`config.mk`:
```
export PLATFORM = sky130hd
export DESIGN_NAME = svbs_mod
export DESIGN_NICKNAME = d
export VERILOG_FILES = /design/src/hw/rtl/svbs_pkg.sv /design/src/hw/rtl/svbs_mod.sv
export SDC_FILE = /design/constraint.sdc
export NUM_CORES = 1
export LEC_CHECK = 0
export ABC_AREA = 1
export BUFFER_PORTS_ARGS = -buffer_cell sky130_fd_sc_hd__buf_4
export CORE_ASPECT_RATIO = 1.1
export CORE_MARGIN = 2
export CORE_UTILIZATION = 39
export CTS_CLUSTER_SIZE = 40
export DETAILED_ROUTE_END_ITERATION = 10
export PLACE_DENSITY = 0.7
export SLEW_MARGIN = 20
export SYNTH_ARGS = -nofsm -noshare
export SYNTH_HDL_FRONTEND = slang
export SYNTH_SLANG_ARGS = --single-unit
```
`constraint.sdc`:
```
create_clock -name clk -period 2.2 [get_ports clk]
set_input_delay 0.44 -clock clk [delete_from_list [all_inputs] [get_ports clk]]
set_output_delay 0.44 -clock clk [all_outputs]
set_load 0.02 [all_outputs]
```
`src/hw/rtl/svbs_pkg.sv`:
```
// ----------------------------------------------------------------------------
// svbs_pkg
// Shared types, codes and constants of the service VIP backend select unit.
// ----------------------------------------------------------------------------
package svbs_pkg;

    // Default table geometry
    localparam int SERVICE_ENTRIES_DEF      = 64;
    localparam int SLOTS_PER_SERVICE_DEF    = 256;
    localparam int BACKENDS_PER_SERVICE_DEF = 64;

    // Item kinds
    localparam logic [1:0] FN_LOOKUP    = 2'd0;
    localparam logic [1:0] FN_WR_SVC    = 2'd1;
    localparam logic [1:0] FN_WR_SLOT   = 2'd2;
    localparam logic [1:0] FN_WR_BACKEND = 2'd3;

    // Result status codes
    localparam logic [2:0] STAT_REDIRECT  = 3'd0;
    localparam logic [2:0] STAT_BYPASS    = 3'd1;
    localparam logic [2:0] STAT_PROTO     = 3'd2;
    localparam logic [2:0] STAT_NO_SVC    = 3'd3;
    localparam logic [2:0] STAT_DISABLED  = 3'd4;
    localparam logic [2:0] STAT_NO_SLOT   = 3'd5;
    localparam logic [2:0] STAT_BACKEND   = 3'd6;
    localparam logic [2:0] STAT_WR_DONE   = 3'd7;

    // Protocols, mode and flag bits
    localparam logic [7:0] PROTO_TCP      = 8'd6;
    localparam logic [7:0] PROTO_UDP      = 8'd17;
    localparam logic [7:0] MODE_NAT       = 8'd1;
    localparam int         FLAG_READY_BIT = 0;
    localparam int         FLAG_UNHEALTHY_BIT = 2;

    // Hash finalizer multipliers
    localparam logic [31:0] MIX_C1 = 32'h7feb352d;
    localparam logic [31:0] MIX_C2 = 32'h846ca68b;

    typedef struct packed {
        logic [1:0]  func;
        logic [31:0] dest_addr;
        logic [15:0] dest_port;
        logic [7:0]  protocol;
        logic [5:0]  service_index;
        logic [8:0]  slot_count;
        logic [7:0]  service_mode;
        logic [7:0]  slot_index;
        logic [5:0]  backend_index;
        logic [31:0] backend_addr;
        logic [15:0] backend_port;
        logic [15:0] backend_flags;
    } req_t;

    typedef struct packed {
        logic        redirected;
        logic [31:0] result_addr;
        logic [15:0] result_port;
        logic [2:0]  status;
    } rsp_t;

    // Service entry: key plus settings
    typedef struct packed {
        logic [31:0] addr;
        logic [15:0] port;
        logic [7:0]  proto;
        logic [8:0]  size;
        logic [7:0]  mode;
    } svc_entry_t;

    typedef struct packed {
        logic       valid;
        logic [5:0] backend;
    } slot_entry_t;

    typedef struct packed {
        logic        valid;
        logic [31:0] addr;
        logic [15:0] port;
        logic        ready;
        logic        unhealthy;
    } be_entry_t;

    typedef enum logic [3:0] {
        S_CLEAR,
        S_IDLE,
        S_WRITE,
        S_CHECK,
        S_SCAN_RD,
        S_SCAN_CMP,
        S_HASH_WAIT,
        S_MOD_WAIT,
        S_SLOT_RD,
        S_SLOT_CHK,
        S_BE_CHK,
        S_DONE
    } state_t;

    // Shift-xor step of the finalizer
    function automatic logic [31:0] xsh16(input logic [31:0] x);
        xsh16 = x ^ (x >> 16);
    endfunction

    function automatic logic [31:0] xsh15(input logic [31:0] x);
        xsh15 = x ^ (x >> 15);
    endfunction

endpackage

```
`src/hw/rtl/svbs_mod.sv`:
```
// ----------------------------------------------------------------------------
// svbs_mod
// Remainder of a 32-bit hash by a table size of up to 256: restoring
// division, one dividend bit per cycle, done after all 32 dividend bits.
// ----------------------------------------------------------------------------
module svbs_mod (
    input  logic        clk,
    input  logic        rst_n,
    input  logic        start,
    input  logic [31:0] dividend,
    input  logic [8:0]  divisor,
    output logic        done,
    output logic [8:0]  rem
);
    import svbs_pkg::*;

    logic        busy_reg;
    logic        done_reg;
    logic [4:0]  cnt_reg;
    logic [31:0] dvd_reg;
    logic [8:0]  div_reg;
    logic [8:0]  rem_reg;
    logic [8:0]  rem_next;
    logic [9:0]  shifted;

    // Shift in one bit, subtract when it fits
    always_comb
    begin
        shifted = {rem_reg, dvd_reg[31]};
        if (shifted >= {1'b0, div_reg})
        begin
            rem_next = 9'(shifted - {1'b0, div_reg});
        end
        else
        begin
            rem_next = 9'(shifted);
        end
    end

    always_ff @(posedge clk or negedge rst_n)
    begin
        if (!rst_n)
        begin
            busy_reg <= 1'b0;
            done_reg <= 1'b0;
            cnt_reg  <= '0;
        end
        else if (start)
        begin
            busy_reg <= 1'b1;
            done_reg <= 1'b0;
            cnt_reg  <= '0;
        end
        else if (busy_reg)
        begin
            cnt_reg <= cnt_reg + 5'd1;
            if (cnt_reg == 5'd31)
            begin
                busy_reg <= 1'b0;
                done_reg <= 1'b1;
            end
        end
    end

    always_ff @(posedge clk)
    begin
        if (start)
        begin
            dvd_reg <= dividend;
            div_reg <= divisor;
            rem_reg <= '0;
        end
        else if (busy_reg)
        begin
            dvd_reg <= {dvd_reg[30:0], 1'b0};
            rem_reg <= rem_next;
        end
    end

    assign done = done_reg;
    assign rem  = rem_reg;

endmodule

```
==> summary.md, run 1 <==
| Metric | Value |
|---|---|
| Die area | `8186 sq um` |
| Result of the run | `completed` |
| Data required, critical path | `between 2 and 2.5 ns` |
| Clock tree from TritonCTS | `done` |
| Post-Synthesis Mean Instance Area | `between 8 and 9 sq um` |
| Detailed placement HPWL | `4075 microns` |
| Number of port buffers | `53` |
| Row Count | `33` |
| Most frequent CP cell | `sky130_fd_sc_hd__nand2_1` |
| Total number of vias | `about 2300` |
| Cell taking the most area after synthesis | `sky130_fd_sc_hd__edfxtp_1` |
| Most common cell in the synthesized netlist | `sky130_fd_sc_hd__nand2_1` |
| IO Count | `between 50 and 60` |
| Final setup skew | `around 0.011 ns` |
| Highest achievable clock rate | `roughly 540 MHz` |
| Share of total power in sequential cells | `0.418` |
| Wire length per cell after detailed routing | `approximately 11 microns` |
| Die height | `roughly 95 microns` |
| Gp weighted congestion | `between 0.7 and 0.8` |
| Number of antenna-violating nets in the routed design | `0` |
| Pre-antenna DRT Iters | `4` |
| Clock insertion delay at the later pin of the skew report | `around 0.34 ns` |
| Post-placement setup slack | `about 0.36 ns` |
| Sum of internal, switching and leakage power | `~3.3 mW` |
| Routed WL | `between 5000 and 6000 microns` |
| Register-to-Register Setup Slack | `about 0.35 ns` |
| Number of failing hold endpoints at the final stage | `0` |
| Cell count after synthesis | `about 350` |
| Number of register bits inferred by synthesis | `57` |
| Class of the most critical hold timing path | `in2reg` |
| Nets in the synthesized netlist | `approximately 400` |
| Launch point of the critical path | `dvd_reg[31]` |
| Die Span X | `between 80 and 90 microns` |
| Placed instance area | `roughly 3400 sq um` |
| Initial core utilization | `0.3968` |
| Critical-path top delay cell | `sky130_fd_sc_hd__fa_1` |
| Slew at the pin closest to its max-slew limit | `between 0.7 and 0.8 ns` |
| Worst min-delay path startpoint | `divisor[5]` |
| Critical path startpoint category | `flop` |
| Clock tree root driver cell | `sky130_fd_sc_hd__clkbuf_8` |
| Worst path bufs/invs | `2` |
| Async set-reset flop share out of synthesis | `0.1228` |
| Portion of total power attributed to the clock network | `0.242` |
| Flip-flop count of the largest register, all copies and words added | `32` |
| Internal Dissipation | `~2.2 mW` |
| Total negative setup slack | `0 ns` |
| Number of sinks handled by clock tree synthesis | `57` |
| Number of buffers on the longest clock path | `2` |
| Largest driver fanout on the critical path | `10` |
| Post-placement cell count | `between 400 and 500` |
| Total power density per cell area | `about 940 nW/um^2` |
| Worst relative slew slack | `0.5080` |
| Worst path depth | `11` |
| Final cell utilization of the core | `0.4854` |
| Crit path kind | `reg2reg` |
| Area of the core | `7350 sq um` |
| Share of post-route cells with drive strength above 1 | `0.1863` |
| Number of antenna violations at the first check in global routing | `0` |
| Combinational share of power | `0.340` |
| Worst setup EP type | `flop` |
| Sw frac | `0.3535` |
| Via count of the first global-routing pass | `between 2000 and 2500` |
| Leading register cell type out of synthesis | `sky130_fd_sc_hd__edfxtp_1` |
| Largest cells by area after synthesis | `sky130_fd_sc_hd__edfxtp_1 42%, sky130_fd_sc_hd__nand2_1 21%, sky130_fd_sc_hd__dfxtp_1 6.2%` |
| Synth warnings | `0` |
| Number of diodes | `0` |
| Worst flop-to-flop path endpoint | `rem[8]` |
| Critical-path cell list | `inv_1 -> ha_1 -> inv_1 -> fa_1 -> nand4_1 -> nand2_1 -> nand2_4 -> nand2_8 -> nand2_1 -> nand3_1 -> nand2_1` |
| Crit path arrival time | `around 2.1 ns` |
| Number of instances resized during post-cts repair | `0` |
| Number of cells traversed by the worst register-to-register path | `11` |
| Critical path destination | `rem[8]` |
| Period Utilization, post-route | `0.8411` |
| Worst IR Drop VDD | `about 0.36 mV` |
| Number of library cell types mapped by synthesis | `28` |
| Cell family with most CP delay | `simple AND/OR/NAND/NOR gates` |
| Post-layout instance area | `~3600 sq um` |
| Worst r2r src | `dvd_reg[31]` |
| Vias per inst | `around 4.6` |
| Worst Slack Setup Final | `around 0.35 ns` |
| Share of synthesized area occupied by flip-flops and latches | `0.5440` |
| H-tree lvl count | `3` |
| Post-layout net count | `459` |
| Minimum clock period | `1.850 ns` |
| All-layer global routing usage | `0.1480` |
| Non-filler cells in the finished layout | `495` |
| TritonCTS Buffers | `9` |
| Net Switching | `~1.2 mW` |
| Maximum number of pins on one net before global-route repair | `33` |
| Top post-synthesis cells by count | `162 x sky130_fd_sc_hd__nand2_1, 42 x sky130_fd_sc_hd__inv_1, 41 x sky130_fd_sc_hd__edfxtp_1` |
| Remaining global-route overflow | `0` |
| WHS | `~0.28 ns` |
| Layout-stage area growth over the synthesis result | `22.31%` |
| Leakage dissipation | `~1.8 nW` |
| Area share of the largest cell type after synthesis | `0.4221` |
| Max-slew violation total from the final report | `0` |
| Number of flops mapped to enable cells by yosys | `between 40 and 50` |
| Crit path largest cell delay | `0.43 ns` |
| CTS clock-pin slew for the worst setup and hold paths | `around 0.070 ns` |
| First-pass GRT wire length | `9439 microns` |
| Unrepaired setup endpoints after global routing | `no` |
| Post-synthesis instance area | `about 2900 sq um` |
| Initial drt markers | `70` |
| Max-capacitance violation count | `0` |
| Final number of setup-violating endpoints | `0` |
| DRC viols | `0` |
[placed cells by master, fill, tap and decap left out, types with 2 or more instances in the layout]
master                       synthesis  final
sky130_fd_sc_hd__nand2_1           162    162
sky130_fd_sc_hd__buf_4               2     57
sky130_fd_sc_hd__inv_1              42     42
sky130_fd_sc_hd__edfxtp_1           41     41
sky130_fd_sc_hd__nand3_1            27     27
sky130_fd_sc_hd__ha_1               11     11
sky130_fd_sc_hd__clkbuf_8            0      9
sky130_fd_sc_hd__dfxtp_1             9      9
sky130_fd_sc_hd__nor2_1              8      8
sky130_fd_sc_hd__dfrtp_1             7      7
sky130_fd_sc_hd__nor3_1              6      6
sky130_fd_sc_hd__a21oi_1             4      4
sky130_fd_sc_hd__clkinv_1            1      3
sky130_fd_sc_hd__xnor2_1             3      3
sky130_fd_sc_hd__clkinv_2            0      3
sky130_fd_sc_hd__o21ai_0             2      2
sky130_fd_sc_hd__nand4_1             2      2
sky130_fd_sc_hd__clkinvlp_4          0      2
[metal layers]
layer	up-vias	wire length (microns)	global-route usage
li1	1209	-	-
met1	1033	2514	0.1792
met2	51	2681	0.2481
met3	3	267	0.05332
met4	0	40	0.04297
met5	-	0	0
[logic make-up (layout without fill, tap and decap cells)]
logic type / Yosys count / count (layout) / synth area share
DFF: 57 / 57 / 0.5440
xor gates and xnor gates: 3 / 3 / 0.009011
adders and majority gates: 12 / 12 / 0.05405
buffers and inverters: 54 / 117 / 0.07507
and+or+nand+nor: 210 / 210 / 0.2994
AOI/OAI and AO/OA: 9 / 9 / 0.01845
[layout make-up]
class	instances	area (sq um)
fill	738	3782
sequential	57	1587
multi-input combinational	234	1111
timing repair buffer	58	437.9
inverter	43	161.4
clock buffer	9	123.9
tap	87	108.9
clock inverter	7	37.54
[power by group through the flow]
stage	registers (mW)	clock network [mW]	logic, mW
2_1_floorplan	1.47	0	0.795
3_3_place_gp	1.42	0	1.12
3_5_place_dp	1.42	0	1.14
4_1_cts	1.40	0.832	1.14
5_1_grt	1.42	0.890	1.30
6_report	1.40	0.810	1.14
[how the worst min path moves through the flow]
stage            endpoint  slack (ns)  cells after the start
6_report       div_reg[5]        0.28                      1
5_1_grt        div_reg[3]        0.25                      1
2_1_floorplan    busy_reg        0.14                      0
3_5_place_dp         done        0.26                      1
4_1_cts        div_reg[5]        0.27                      1
3_3_place_gp         done        0.26                      1
[what timing repair did]
action | in CTS | in global routing
endpoints found under the hold margin | 7 | 0
buffers inserted | 0 | 0
hold buffers | 1 | 0
Power figures use the tool's default switching activity.
==> run 2: changes to the inputs <==
- PLACE_DENSITY: 0.7 -> 0.73
- clock period: 2.2 -> 1.6 ns (I/O delays scaled with it)
==> summary.md, run 2 (same netlist as run 1, synthesis figures left out) <==
| Metric | Value |
|---|---|
| Result of the run | `complete, but fails checks` |
| Violations in the final reports | `setup timing` |
| Worst relative slew slack | `0.8165 (+0.3085)` |
| Worst hold stages | `1 (unchanged)` |
| Worst Slack Setup Final | `-0.1731 ns (-0.5228 ns)` |
| Worst setup EP type | `flop` |
| Via count of the first global-routing pass | `2439 (+9.5%)` |
| IO Count | `54 (unchanged)` |
| Worst IR Drop VDD | `0.5502 mV (+53%)` |
| Worst r2r src | `dvd_reg[31]` |
| Gp weighted congestion | `0.8971 (+12%)` |
| Count of filler cells inserted in the layout | `667 (-9.6%)` |
| Pre-antenna DRT Iters | `4 (unchanged)` |
| Largest driver fanout on the critical path | `6 (-4)` |
| Clock insertion delay at the later pin of the skew report | `0.33 ns (about the same)` |
| Worst flop-to-flop path endpoint | `rem[2]` |
| First-pass GRT wire length | `10290 microns (+9.0%)` |
| Remaining global-route overflow | `0 (unchanged)` |
| Final number of setup-violating endpoints | `9 (+9)` |
| Leakage dissipation | `2.018 nW (+9.3%)` |
| Critical path destination | `rem[2]` |
| Crit path kind | `reg2reg` |
| Initial core utilization | `0.3968 (unchanged)` |
| Routed WL | `6355 microns (+15%)` |
| Row Count | `33 (unchanged)` |
| Clock tree from TritonCTS | `done` |
| Number of failing hold endpoints at the final stage | `0 (unchanged)` |
| Maximum number of pins on one net before global-route repair | `35 (+6.1%)` |
| Die Span X | `86.45 microns (unchanged)` |
| Wire length per cell after detailed routing | `12.22 microns (+9.9%)` |
| CTS clock-pin slew for the worst setup and hold paths | `0.07 ns (about the same)` |
| Number of port buffers | `53 (unchanged)` |
| Unrepaired setup endpoints after global routing | `yes` |
| Area of the core | `7350 sq um (unchanged)` |
| Flip-flop count of the largest register, all copies and words added | `32 (unchanged)` |
| Max-slew violation total from the final report | `0 (unchanged)` |
| Placed instance area | `3606 sq um (+6.2%)` |
| Detailed placement HPWL | `4357 microns (+6.9%)` |
| Number of cells traversed by the worst register-to-register path | `11 (unchanged)` |
| Sum of internal, switching and leakage power | `5.253 mW (+57%)` |
| Share of post-route cells with drive strength above 1 | `0.3072 (+0.1209)` |
| Slew at the pin closest to its max-slew limit | `0.2727 ns (-0.4626 ns)` |
| Number of antenna violations at the first check in global routing | `0 (unchanged)` |
| Number of diodes | `0 (unchanged)` |
| Post-layout instance area | `3935 sq um (+10%)` |
| DRC viols | `0 (unchanged)` |
| Crit path arrival time | `2.04 ns (-0.09 ns)` |
| Final setup skew | `0.008105 ns (-0.002741 ns)` |
| Leading cell types in the layout, fill and taps excluded | `151 x sky130_fd_sc_hd__nand2_1, 77 x sky130_fd_sc_hd__buf_4, 41 x sky130_fd_sc_hd__edfxtp_1, 40 x sky130_fd_sc_hd__inv_1, 18 x sky130_fd_sc_hd__nand3_1` |
| Vias per inst | `4.858 (+4.7%)` |
| Launch point of the critical path | `dvd_reg[31]` |
| TritonCTS Buffers | `9 (unchanged)` |
| Number of antenna-violating nets in the routed design | `0 (unchanged)` |
| Final cell utilization of the core | `0.5354 (+0.05005)` |
| Number of buffers on the longest clock path | `2 (unchanged)` |
| Data required, critical path | `1.87 ns (-0.61 ns)` |
| All-layer global routing usage | `0.1606 (+0.01256)` |
| Highest achievable clock rate | `564.0 MHz (+4.4%)` |
| Die height | `94.70 microns (unchanged)` |
| Class of the most critical hold timing path | `in2reg` |
| Total power density per cell area | `1335 nW/um^2 (+42%)` |
| Total negative setup slack | `-1.404 ns (-1.404 ns)` |
| Max-capacitance violation count | `0 (unchanged)` |
| WHS | `0.1584 ns (-0.1183 ns)` |
| Initial drt markers | `91 (+30%)` |
| Die area | `8186 sq um (unchanged)` |
| Period Utilization, post-route | `1.108 (+0.2671)` |
| Layout-stage area growth over the synthesis result | `34.92%` |
| Register-to-Register Setup Slack | `-0.17 ns (-0.52 ns)` |
| Minimum clock period | `1.773 ns (-0.07724 ns)` |
| Clock tree root driver cell | `sky130_fd_sc_hd__clkbuf_8` |
| Most common cell after layout, fill and taps aside | `sky130_fd_sc_hd__nand2_1` |
| Critical path startpoint category | `flop` |
| Number of sinks handled by clock tree synthesis | `57 (unchanged)` |
| H-tree lvl count | `3 (unchanged)` |
| Total number of vias | `2526 (+10%)` |
| Post-layout net count | `484 (+5.4%)` |
## run 2: changes by cell type in the layout (fill, tap and decap cells not counted), moves of 9 or more
cell / previous run / this run
sky130_fd_sc_hd__nand2_1: 162 / 151
sky130_fd_sc_hd__nand2_2: 0 / 10
sky130_fd_sc_hd__buf_4: 57 / 77
sky130_fd_sc_hd__nand3_2: 0 / 9
sky130_fd_sc_hd__nand3_1: 27 / 18
## run 2: where the power goes
part / leakage [nW] / internal, mW / switching (mW)
logic: 1.33 / 0.997 / 1.22
registers: 0.607 / 1.79 / 0.124
clock network: 0.0818 / 0.549 / 0.575
## run 2: routing by layer
layer | part of all wire | vias up | track usage
li1 | - | 1261 | -
met1 | 0.41 | 1184 | 0.1887
met2 | 0.52 | 70 | 0.2821
met3 | 0.051 | 11 | 0.04371
met4 | 0.017 | 0 | 0.05469
met5 | 0 | - | 0
## run 2: worst min-delay path by stage
| stage | slack [ns] | startpoint | to |
|---|---|---|---|
| final | 0.16 | divisor[8] | div_reg[8] |
| after global routing | 0.14 | divisor[6] | div_reg[6] |
| after CTS | 0.14 | divisor[6] | div_reg[6] |
| after detailed placement | 0.14 | rst_n | done |
| after global placement | 0.14 | rst_n | done |
| after floorplan | 0.02 | rst_n | busy_reg |
## run 2: what timing repair did
item                       4_1_cts  5_1_grt
cloned                           1        1
resized for setup                3       25
buffers inserted                 2        1
hold endpoints to repair         7        0
hold buffers                     1        0
pin swaps                        4       14
setup endpoints to repair        9        9
## run 2: area by class of cell
type | count | area, sq um | share of cell area
Inverter | 43 | 161.4 | 0.04102
Multi-Input combinational cell | 236 | 1262 | 0.3208
Tap cell | 87 | 108.9 | 0.02766
Timing Repair Buffer | 81 | 648.1 | 0.1647
Clock buffer | 10 | 127.6 | 0.03243
Sequential cell | 57 | 1592 | 0.4045
Clock inverter | 6 | 35.03 | 0.008903
## run 2: per-stage QoR
| stage | worst slack, ns | instances |
|---|---|---|
| after detailed placement | -0.1239 | 498 |
| after global routing | -0.2497 | 520 |
| after CTS | -0.09934 | 518 |
| after floorplan | 0.006393 | 345 |
| final | -0.1731 | 520 |
| after global placement | -0.04760 | 498 |
## run 2: critical path: stages, from the launching register on
cell and delay (ns):
sky130_fd_sc_hd__edfxtp_1 0.38, sky130_fd_sc_hd__inv_2 0.09, sky130_fd_sc_hd__ha_4 0.13, sky130_fd_sc_hd__inv_2 0.04
sky130_fd_sc_hd__fa_2 0.38, sky130_fd_sc_hd__nand4_1 0.13, sky130_fd_sc_hd__nand2_2 0.15, sky130_fd_sc_hd__nand2_8 0.14
sky130_fd_sc_hd__nand2_8 0.08, sky130_fd_sc_hd__nand2_2 0.07, sky130_fd_sc_hd__nand3_2 0.05, sky130_fd_sc_hd__nand2_1 0.07
