--- src/hw/rtl/svbs_pkg.sv ---
// ----------------------------------------------------------------------------
// svbs_pkg
// Shared types, codes and constants of the service VIP backend select unit.
// ----------------------------------------------------------------------------
package svbs_pkg;

    // Default table geometry
    localparam int SERVICE_ENTRIES_DEF      = 64;
    localparam int SLOTS_PER_SERVICE_DEF    = 256;
    localparam int BACKENDS_PER_SERVICE_DEF = 64;

    // Item kinds
    localparam logic [1:0] FN_LOOKUP    = 2'd0;
    localparam logic [1:0] FN_WR_SVC    = 2'd1;
    localparam logic [1:0] FN_WR_SLOT   = 2'd2;
    localparam logic [1:0] FN_WR_BACKEND = 2'd3;

    // Result status codes
    localparam logic [2:0] STAT_REDIRECT  = 3'd0;
    localparam logic [2:0] STAT_BYPASS    = 3'd1;
    localparam logic [2:0] STAT_PROTO     = 3'd2;
    localparam logic [2:0] STAT_NO_SVC    = 3'd3;
    localparam logic [2:0] STAT_DISABLED  = 3'd4;
    localparam logic [2:0] STAT_NO_SLOT   = 3'd5;
    localparam logic [2:0] STAT_BACKEND   = 3'd6;
    localparam logic [2:0] STAT_WR_DONE   = 3'd7;

    // Protocols, mode and flag bits
    localparam logic [7:0] PROTO_TCP      = 8'd6;
    localparam logic [7:0] PROTO_UDP      = 8'd17;
    localparam logic [7:0] MODE_NAT       = 8'd1;
    localparam int         FLAG_READY_BIT = 0;
    localparam int         FLAG_UNHEALTHY_BIT = 2;

    // Hash finalizer multipliers
    localparam logic [31:0] MIX_C1 = 32'h7feb352d;
    localparam logic [31:0] MIX_C2 = 32'h846ca68b;

    typedef struct packed {
        logic [1:0]  func;
        logic [31:0] dest_addr;
        logic [15:0] dest_port;
        logic [7:0]  protocol;
        logic [5:0]  service_index;
        logic [8:0]  slot_count;
        logic [7:0]  service_mode;
        logic [7:0]  slot_index;
        logic [5:0]  backend_index;
        logic [31:0] backend_addr;
        logic [15:0] backend_port;
        logic [15:0] backend_flags;
    } req_t;

    typedef struct packed {
        logic        redirected;
        logic [31:0] result_addr;
        logic [15:0] result_port;
        logic [2:0]  status;
    } rsp_t;

    // Service entry: key plus settings
    typedef struct packed {
        logic [31:0] addr;
        logic [15:0] port;
        logic [7:0]  proto;
        logic [8:0]  size;
        logic [7:0]  mode;
    } svc_entry_t;

    typedef struct packed {
        logic       valid;
        logic [5:0] backend;
    } slot_entry_t;

    typedef struct packed {
        logic        valid;
        logic [31:0] addr;
        logic [15:0] port;
        logic        ready;
        logic        unhealthy;
    } be_entry_t;

    typedef enum logic [3:0] {
        S_CLEAR,
        S_IDLE,
        S_WRITE,
        S_CHECK,
        S_SCAN_RD,
        S_SCAN_CMP,
        S_HASH_WAIT,
        S_MOD_WAIT,
        S_SLOT_RD,
        S_SLOT_CHK,
        S_BE_CHK,
        S_DONE
    } state_t;

    // Shift-xor step of the finalizer
    function automatic logic [31:0] xsh16(input logic [31:0] x);
        xsh16 = x ^ (x >> 16);
    endfunction

    function automatic logic [31:0] xsh15(input logic [31:0] x);
        xsh15 = x ^ (x >> 15);
    endfunction

endpackage

--- src/hw/rtl/svbs_hash.sv ---
// ----------------------------------------------------------------------------
// svbs_hash
// Destination hash: three finalizer passes on one shared multiplier, one
// multiply per cycle. Done rises after the last pass; holds until next start.
// ----------------------------------------------------------------------------
module svbs_hash (
    input  logic        clk,
    input  logic        rst_n,
    input  logic        start,
    input  logic [31:0] addr,
    input  logic [15:0] port,
    input  logic [7:0]  proto,
    output logic        done,
    output logic [31:0] hash
);
    import svbs_pkg::*;

    logic        busy_reg;
    logic        done_reg;
    logic [2:0]  phase_reg;
    logic [31:0] x_reg;
    logic [31:0] x_next;
    logic [31:0] acc_reg;
    logic [31:0] acc_next;
    logic [31:0] mul_a;
    logic [31:0] mul_b;
    logic [31:0] seed;

    // Select multiplier operands per phase
    always_comb
    begin
        acc_next = acc_reg;
        seed     = '0;
        mul_a    = xsh15(x_reg);
        mul_b    = MIX_C2;
        case (phase_reg)
            3'd0:
            begin
                mul_a = xsh16(addr);
                mul_b = MIX_C1;
            end
            3'd2:
            begin
                acc_next = addr ^ xsh16(x_reg);
                mul_a    = xsh16({16'd0, port});
                mul_b    = MIX_C1;
            end
            3'd4:
            begin
                seed  = acc_reg ^ xsh16(x_reg) ^ {proto, 24'd0};
                mul_a = xsh16(seed);
                mul_b = MIX_C1;
            end
            default:
            begin
            end
        endcase
        x_next = mul_a * mul_b;
    end

    // Advance phases
    always_ff @(posedge clk or negedge rst_n)
    begin
        if (!rst_n)
        begin
            busy_reg  <= 1'b0;
            done_reg  <= 1'b0;
            phase_reg <= '0;
        end
        else if (start)
        begin
            busy_reg  <= 1'b1;
            done_reg  <= 1'b0;
            phase_reg <= '0;
        end
        else if (busy_reg)
        begin
            phase_reg <= phase_reg + 3'd1;
            if (phase_reg == 3'd5)
            begin
                busy_reg <= 1'b0;
                done_reg <= 1'b1;
            end
        end
    end

    // Hold datapath
    always_ff @(posedge clk)
    begin
        if (busy_reg)
        begin
            x_reg   <= x_next;
            acc_reg <= acc_next;
        end
    end

    assign done = done_reg;
    assign hash = xsh16(x_reg);

endmodule

--- config.mk ---
export PLATFORM = sky130hd
export DESIGN_NAME = svbs_hash
export DESIGN_NICKNAME = d
export VERILOG_FILES = /design/src/hw/rtl/svbs_pkg.sv /design/src/hw/rtl/svbs_hash.sv
export SDC_FILE = /design/constraint.sdc
export NUM_CORES = 1
export LEC_CHECK = 0
export ABC_CLOCK_PERIOD_IN_PS = 9500
export BUFFER_PORTS_ARGS = -buffer_cell sky130_fd_sc_hd__buf_2
export CELL_PAD_IN_SITES_DETAIL_PLACEMENT = 1
export CELL_PAD_IN_SITES_GLOBAL_PLACEMENT = 1
export CORE_MARGIN = 5
export CORE_UTILIZATION = 39
export CTS_CLUSTER_DIAMETER = 60
export DETAILED_ROUTE_END_ITERATION = 10
export PLACE_DENSITY_LB_ADDON = 0.1
export RECOVER_POWER = 50
export SLEW_MARGIN = 20
export SYNTH_ARGS = -nofsm -noshare
export SYNTH_HDL_FRONTEND = slang
export SYNTH_SLANG_ARGS = --single-unit
--- constraint.sdc ---
create_clock -name clk -period 9.5 [get_ports clk]
set_clock_uncertainty 0.2 [all_clocks]
set_input_delay 0.475 -clock clk [delete_from_list [all_inputs] [get_ports clk]]
set_output_delay 0.475 -clock clk [all_outputs]
set_load 0.01 [all_outputs]
==> flow_summary.json, run 1 <==
{
  "grt_use_total_pct": 26.44,
  "fin_crit_sh_pct": 93.98,
  "ys_ff_latch": 69,
  "violations": "max-capacitance violations, max-slew violations",
  "area_growth_pct": 10.76,
  "fin_cells": 2250,
  "synth_top_area_share_pct": 36.63,
  "core_sq_um": 39820,
  "antenna_left": 0,
  "hold_start": "start",
  "ys_seq_area_share_pct": 13.00,
  "synth_area_leaders": "fa_1, ha_1, edfxtp_1, inv_1, xor2_1",
  "crit_type": "reg2reg",
  "drv_slew": 39,
  "vias": 11070,
  "yosys_warnings": 0,
  "nets": 2228,
  "ys.flop_type": "edfxtp_1",
  "path_clk_slew_ns": 0.07,
  "drive_above_1_share_pct": 10.09,
  "period_needed_ns": 8.928,
  "wl_met2_microns": 26580,
  "die_h_microns": 210.9,
  "final_common_cell": "inv_1",
  "r2r_start": "phase_reg[0]",
  "drt_iter0_markers": 667,
  "maxSlewHeadroom_pct": -101.9,
  "fmax_ghz": 0.1120,
  "antenna_cells": 0,
  "startpoint_type": "flip-flop",
  "worst_pin_slew_ns": 3.028,
  "cts_tree": "done",
  "setup-tns-final_ns": 0,
  "dp_hpwl_microns": 50500,
  "netlist_area_sq_um": 15740,
  "clkSinkCount": 69,
  "grt_max_degree": 39,
  "async_flop_share_pct": 7.246,
  "crit_slowest_cell": "fa_1",
  "syn_area_per_cell_sq_um": 9.981,
  "topRoutingLayerUsed": "met4",
  "final_cell_mix": "inv_1, fa_1, ha_1",
  "fp.dieW_microns": 210.9,
  "cpPeakStageDelay_ns": 0.56,
  "synth_top_cell_by_area": "fa_1",
  "first_pass_iters": 5,
  "reg2reg_depth": 32,
  "crit_fanout": 9,
  "netlist-cell-type-count": 65,
  "hold_viol": 0,
  "status": "finished, violations left",
  "pin_count": 92,
  "crit_arrival_ns": 8.87,
  "critPathRequiredTime_ns": 9.44,
  "synth-edff-count": 64,
  "antenna_found_initial": 0,
  "place_inst": 2233,
  "dr_wl_met3_microns": 3201,
  "vias_per_cell": 4.920,
  "post_drt_wl_per_cell_microns": 25.02,
  "grt_pass1_wl_microns": 84350,
  "clkLatencyLatePin_ns": 0.39,
  "worstSetupEndpointType": "flip-flop",
  "wl_met1_microns": 25300,
  "dieArea_sq_um": 44480,
  "r2r-end": "x_reg[31]",
  "finalSetupViolations": 0,
  "cts_htree_levels": 3,
  "grt_pass1_vias": 12480,
  "rsz0062_at_grt": "no",
  "port_buffers": 91,
  "wirelength_microns": 56300,
  "max_cap_viol_count": 1,
  "cts_root_buffer": "clkbuf_16",
  "crit_top_cell": "inv_1",
  "rows": 73,
  "hold_class": "in2reg",
  "r2r_slack_ns": 0.57,
  "clockBufferDepth": 2,
  "drc_errors": 0,
  "gp_congestion": 0.9458,
  "numCtsBuffers": 9,
  "postSynthCellCount": 1577,
  "initial_core_util_pct": 39.52,
  "hold-path-endpoint": "phase_reg[2]",
  "min_path_cells": 2,
  "grt_overflow": 0
}
-- area by class of cell --
type | count | area (sq um)
well taps | 525 | 656.9
clock inverters | 6 | 62.56
repair buffers | 150 | 862.1
fillers | 4573 | 22390
inverters | 412 | 1546
flip-flops and latches | 69 | 2049
clock buffers | 10 | 239.0
multi-input cells | 1078 | 12020
-- critical path, delay by kind of cell (launching register included) --
family / cells / cell delay, ns
XOR/XNOR: 1 / 0.28
buffers and inverters: 11 / 1.11
adder cells (fa/ha/maj): 10 / 4.37
AO/OA/AOI/OAI: 6 / 1.65
flip-flops: 1 / 0.43
AND/OR/NAND/NOR: 4 / 0.62
-- layer usage --
metal,vias up,global-route usage [%]
met1,5749,37.63
met4,0,6.304
met2,246,43.36
met5,-,0
li1,5032,-
met3,44,3.342
-- stage by stage --
stage / util [%] / hold slack (ns) / area (sq um) / setup slack, ns
6_report: 43.78 / 0.1091 / 17430 / 0.5720
5_1_grt: 43.78 / 0.1166 / 17430 / 0.03888
2_1_floorplan: - / -0.02059 / 15880 / 0.9820
3_3_place_gp: 43.10 / 0.09699 / 17160 / 0.4097
4_1_cts: 43.88 / 0.08648 / 17470 / 0.2157
3_5_place_dp: 43.10 / 0.1044 / 17160 / 0.2584
-- what timing repair did --
action | in CTS | in global routing
buffers inserted | 0 | 0
setup endpoints to repair | 0 | 1
resized for setup | 0 | 3
hold endpoints to repair | 5 | 0
hold buffers | 1 | 0
-- worst max-delay path by stage --
stage	from	end	slack (ns)	depth (start not counted)
3_5_place_dp	phase_reg[0]	x_reg[31]	0.26	29
2_1_floorplan	phase_reg[0]	x_reg[31]	0.98	31
4_1_cts	phase_reg[0]	x_reg[31]	0.22	29
3_3_place_gp	phase_reg[0]	x_reg[31]	0.41	29
6_report	phase_reg[0]	x_reg[31]	0.57	32
5_1_grt	phase_reg[0]	x_reg[31]	0.04	29
-- synth_stat cells, drive strengths merged (15+ instances only) --
master    n
a21o     24
clkbuf   21
xor2    117
ha      161
xnor2    90
edfxtp   64
nor2    100
fa      288
buf      35
a21oi    45
inv     412
o21ai    30
nand2b   15
nand2    45
-- logic make-up after synthesis --
group	Yosys count	share of synthesized area (%)
buf+inv	468	11.67
xor+xnor	211	12.25
flops	69	13.00
fa+ha+maj	449	49.43
simple gates	197	5.549
compound gates	171	7.409
other cells	2	0.04771
mux	10	0.6439
Power of run 1 is not shown: default switching activity piles up to over one toggle a cycle in this logic, so the estimate is an artifact.
==> inputs of run 2 (changes only) <==
- PLACE_DENSITY_LB_ADDON: 0.1 -> 0.08
- REMOVE_ABC_BUFFERS: default -> 1
==> flow_summary.json, run 2 (same netlist as run 1, synthesis figures left out) <==
{
  "status": "finished, violations left",
  "violations": "max-capacitance violations, max-slew violations",
  "antenna_cells": 0,
  "finalSetupViolations": 0,
  "multi_input_area_sq_um": 12010,
  "clkSinkCount": 69,
  "cpPeakStageDelay_ns": 0.59,
  "antenna_found_initial": 1,
  "nets": 2215,
  "vias": 11060,
  "crit_fanout": 6,
  "fp.dieW_microns": 210.9,
  "maxSlewHeadroom_pct": -52.55,
  "regArea_sq_um": 2048,
  "grt_pass1_wl_microns": 80990,
  "die_h_microns": 210.9,
  "cts_hold_buf": 1,
  "reg2reg_depth": 29,
  "crit_arrival_ns": 8.92,
  "pin_count": 92,
  "startpoint_type": "flip-flop",
  "crit_type": "reg2reg",
  "fin_crit_sh_pct": 94.88,
  "min_path_cells": 2,
  "ctsResizeCount": 0,
  "grt_use_total_pct": 25.12,
  "crit_top_cell": "fa_1",
  "cts_root_buffer": "clkbuf_16",
  "worstSetupEndpointType": "flip-flop",
  "grt_max_degree": 42,
  "r2r_slack_ns": 0.49,
  "wirelength_microns": 54310,
  "cts_tree": "done",
  "gp_congestion": 0.9069,
  "first_pass_iters": 5,
  "r2r_start": "phase_reg[0]",
  "drt_iter0_markers": 602,
  "path_clk_slew_ns": 0.06,
  "port_buffers": 91,
  "vias_per_cell": 4.942,
  "cts_htree_levels": 3,
  "grt_pass1_vias": 12320,
  "drive_above_1_share_pct": 9.638,
  "dieArea_sq_um": 44480,
  "area_growth_pct": 10.34,
  "core_sq_um": 39820,
  "numCtsBuffers": 9,
  "drv_slew": 39,
  "max_cap_viol_count": 1,
  "drc_errors": 0,
  "postCtsSetupBuffers": 0,
  "hold_viol": 0,
  "whs_ns": 0.1326,
  "hold-path-endpoint": "phase_reg[0]",
  "crit_buf_inv": 6,
  "r2r-end": "x_reg[31]",
  "crit_family": "adder cells",
  "final_common_cell": "inv_1",
  "dp_hpwl_microns": 49400,
  "worst_pin_slew_ns": 2.288,
  "crit_slowest_cell": "fa_1",
  "fillCellCount": 4606,
  "critPathRequiredTime_ns": 9.40,
  "clkLatencyLatePin_ns": 0.36,
  "hold_start": "start",
  "antenna_left": 0,
  "hold_class": "in2reg",
  "initial_core_util_pct": 39.52,
  "post_drt_wl_per_cell_microns": 24.28,
  "rows": 73,
  "period_needed_ns": 9.013,
  "clockBufferDepth": 2,
  "fmax_ghz": 0.1109,
  "grt_overflow": 0,
  "final_cell_mix": "inv_1, fa_1, ha_1",
  "rsz0062_at_grt": "no"
}
## run 2: per-layer routing
metal | share of wire [%] | up-vias | GRT usage [%]
met1 | 46 | 5699 | 35.67
li1 | - | 5017 | -
met2 | 46 | 280 | 40.59
met5 | 0 | - | 0
met4 | 3.1 | 0 | 7.266
met3 | 4.8 | 60 | 3.267
## run 2: how the worst max path moves through the flow
| stage | from | to | slack [ns] | cells past startpoint |
|---|---|---|---|---|
| 4_1_cts | phase_reg[0] | x_reg[31] | 0.47 | 29 |
| 3_5_place_dp | phase_reg[0] | x_reg[31] | 0.53 | 29 |
| 2_1_floorplan | phase_reg[2] | x_reg[31] | -0.03 | 26 |
| 6_report | phase_reg[0] | x_reg[31] | 0.49 | 29 |
| 3_3_place_gp | phase_reg[0] | x_reg[31] | 0.60 | 29 |
| 5_1_grt | phase_reg[0] | x_reg[31] | 0.09 | 29 |
## run 2: final cells by class
type | instances | area share, %
multi-input combinational | 1078 | 69.14
clock buffer | 9 | 1.297
clock inverter | 7 | 0.6123
inverter | 412 | 8.904
sequential | 69 | 11.79
timing repair buffer | 137 | 4.474
tap | 525 | 3.782
## run 2: per-stage QoR
step / area (sq um) / TNS (ns) / std cells / util (%) / worst slack [ns]
floorplan: 15590 / -0.03408 / 1559 / - / -0.03408
global route: 17370 / 0 / 2237 / 43.61 / 0.08527
detailed placement: 17050 / 0 / 2220 / 42.82 / 0.5274
global placement: 17050 / 0 / 2220 / 42.82 / 0.6037
CTS: 17390 / 0 / 2237 / 43.68 / 0.4685
finish: 17370 / 0 / 2237 / 43.61 / 0.4866
## run 2: worst reg2reg max path, delay by kind of cell, from the launching register on
| family | cells | cell delay (ns) |
|---|---|---|
| simple gates | 6 | 1.29 |
| xor+xnor | 1 | 0.28 |
| fa+ha+maj | 10 | 4.63 |
| flops | 1 | 0.42 |
| buf+inv | 6 | 0.61 |
| compound gates | 6 | 1.34 |
Power of run 2 is left out for the same reason.
==> inputs of run 3 (changes only) <==
- ABC_AREA: default -> 1
- ABC_CLOCK_PERIOD_IN_PS: 9500 -> default
- CAP_MARGIN: default -> 20
==> flow_summary.json, run 3 <==
{
  "cts_tree": "done",
  "yosys.area_share.adder_pct": 46.77,
  "synth_area_leaders": "fa_1, inv_1, ha_1, edfxtp_1, nand2_1",
  "setup-tns-final_ns": 0,
  "yosysMostFrequentCell": "inv_1",
  "antenna_found_initial": 1,
  "cpPeakStageDelay_ns": 0.56,
  "drt_iter0_markers": 731,
  "initial_core_util_pct": 39.57,
  "antenna_left": 0,
  "synth_top_family_by_area": "adder cells",
  "cts_htree_levels": 3,
  "crit_fanout": 43,
  "die_h_microns": 216.5,
  "syn_area_per_cell_sq_um": 8.268,
  "port_buffers": 91,
  "crit_arrival_ns": 8.97,
  "grt_use_total_pct": 27.01,
  "netlist-cell-type-count": 49,
  "async_flop_share_pct": 7.246,
  "clockBufferDepth": 2,
  "drv_slew": 36,
  "ys_seq_area_share_pct": 12.31,
  "postSynthCellCount": 2012,
  "fin_crit_sh_pct": 95.12,
  "worst_pin_slew_ns": 2.057,
  "synth_common_cells": "inv_1, nand2_1, fa_1, ha_1, nor2_1",
  "post_drt_wl_per_cell_microns": 22.87,
  "synth-compound-area-share_pct": 4.235,
  "synth-edff-count": 64,
  "maxSlewHeadroom_pct": -37.13,
  "vias_per_cell": 4.898,
  "rows": 75,
  "grt_max_degree": 44,
  "startpoint_type": "flip-flop",
  "hold_viol": 0,
  "nets": 2649,
  "antenna_cells": 0,
  "netlist_area_sq_um": 16630,
  "finalSetupViolations": 0,
  "yosys_warnings": 0,
  "fmax_ghz": 0.1107,
  "dp_hpwl_microns": 55230,
  "final_common_cell": "inv_1",
  "crit_top_cell": "inv_1",
  "drc_errors": 0,
  "first_pass_iters": 5,
  "violations": "max-capacitance violations, max-slew violations",
  "pin_count": 92,
  "synth_xor_area_share_pct": 5.152,
  "ys.flop_type": "edfxtp_1",
  "rsz0062_at_grt": "no",
  "synth-simple-area-share_pct": 16.82,
  "fp.dieW_microns": 216.5,
  "dieArea_sq_um": 46880,
  "grt_pass1_vias": 14490,
  "regArea_sq_um": 2047,
  "crit_type": "reg2reg",
  "wirelength_microns": 61410,
  "hold_class": "in2reg",
  "clkLatencyLatePin_ns": 0.40,
  "area_growth_pct": 9.237,
  "drive_above_1_share_pct": 8.248,
  "cts_root_buffer": "clkbuf_16",
  "numCtsBuffers": 9,
  "path_clk_slew_ns": 0.07,
  "fillCellCount": 5169,
  "critPathRequiredTime_ns": 9.44,
  "gp_congestion": 0.9755,
  "ys_ff_latch": 69,
  "postCtsSetupBuffers": 0,
  "grt_overflow": 0,
  "muxShareOfSynthArea_pct": 0,
  "core_sq_um": 42040,
  "ctsResizeCount": 0,
  "worstSetupEndpointType": "flip-flop",
  "vias": 13150,
  "multi_input_area_sq_um": 12290,
  "crit_slowest_cell": "fa_1",
  "status": "finished, violations left",
  "clkSinkCount": 69,
  "final_cell_mix": "inv_1, nand2_1, fa_1",
  "period_needed_ns": 9.036,
  "max_cap_viol_count": 1,
  "synth_top_cell_by_area": "fa_1",
  "synth_top_area_share_pct": 34.66,
  "grt_pass1_wl_microns": 91810
}
[run 3: changes by cell type in the layout (fill, tap and decap cells not counted), sizes merged, moves of 14 or more]
cell	delta
nand2b	-15
xor2	-48
o22ai	-14
nand2	+332
inv	+157
nor2	+31
a21oi	+28
a21o	-23
xnor2	-62
nand3	+92
[run 3: metrics by stage]
stage / util (%) / hold WS (ns) / std cells / cell area, sq um / setup slack (ns)
floorplan: - / -0.02059 / 2004 / 16470 / 1.002
global placement: 42.48 / 0.09919 / 2667 / 17860 / 0.5648
detailed placement: 42.48 / 0.1009 / 2667 / 17860 / 0.5389
CTS: 43.24 / 0.03609 / 2684 / 18180 / 0.4831
global route: 43.22 / 0.06003 / 2685 / 18170 / 0.01697
finish: 43.22 / 0.05000 / 2685 / 18170 / 0.4641
[run 3: metal layers]
metal,up-vias,global-route usage [%],routed length (microns)
met1,6605,34.63,26130
met3,67,5.917,3859
li1,6169,-,-
met5,-,0,6
met4,2,9.943,2478
met2,309,45.08,28940
[run 3: cells by family (layout without fill, tap and decap cells)]
| group | Yosys count | after routing |
|---|---|---|
| buf+inv | 615 | 711 |
| flops | 69 | 69 |
| compound gates | 126 | 126 |
| fa+ha+maj | 449 | 449 |
| xor+xnor | 97 | 97 |
| other cells | 2 | 40 |
| simple gates | 654 | 654 |
[run 3: final timing paths]
| path | slack (ns) | depth (start not counted) | end | startpoint |
|---|---|---|---|---|
| min | 0.05 | 2 | phase_reg[1] | start |
| min in group asynchronous | 0.27 | 2 | done | rst_n |
| min reg2reg | 0.29 | 1 | done | done |
| max reg2reg | 0.46 | 33 | x_reg[28] | phase_reg[0] |
| max in group asynchronous | 8.61 | 2 | phase_reg[0] | rst_n |
| max | 0.46 | 33 | x_reg[28] | phase_reg[0] |
[run 3: critical path: cells and delay by family, from the launching register on]
family | cells | cell delay, ns
AOI/OAI and AO/OA | 1 | 0.14
xor gates and xnor gates | 1 | 0.16
DFF | 1 | 0.39
adders and majority gates | 10 | 4.61
and+or+nand+nor | 10 | 1.98
buffers and inverters | 11 | 1.27
[run 3: what timing repair did]
item,4_1_cts,5_1_grt
hold buffers,1,0
setup endpoints to repair,0,0
endpoints found under the hold margin,5,0
[run 3: layout make-up]
type / count / share of cell area [%]
multi-input cells: 1366 / 67.66
well taps: 539 / 3.711
inverters: 569 / 11.75
flip-flops and latches: 69 / 11.26
clock inverters: 7 / 0.4545
repair buffers: 126 / 3.918
clock buffers: 9 / 1.239
Power of run 3 is left out for the same reason.
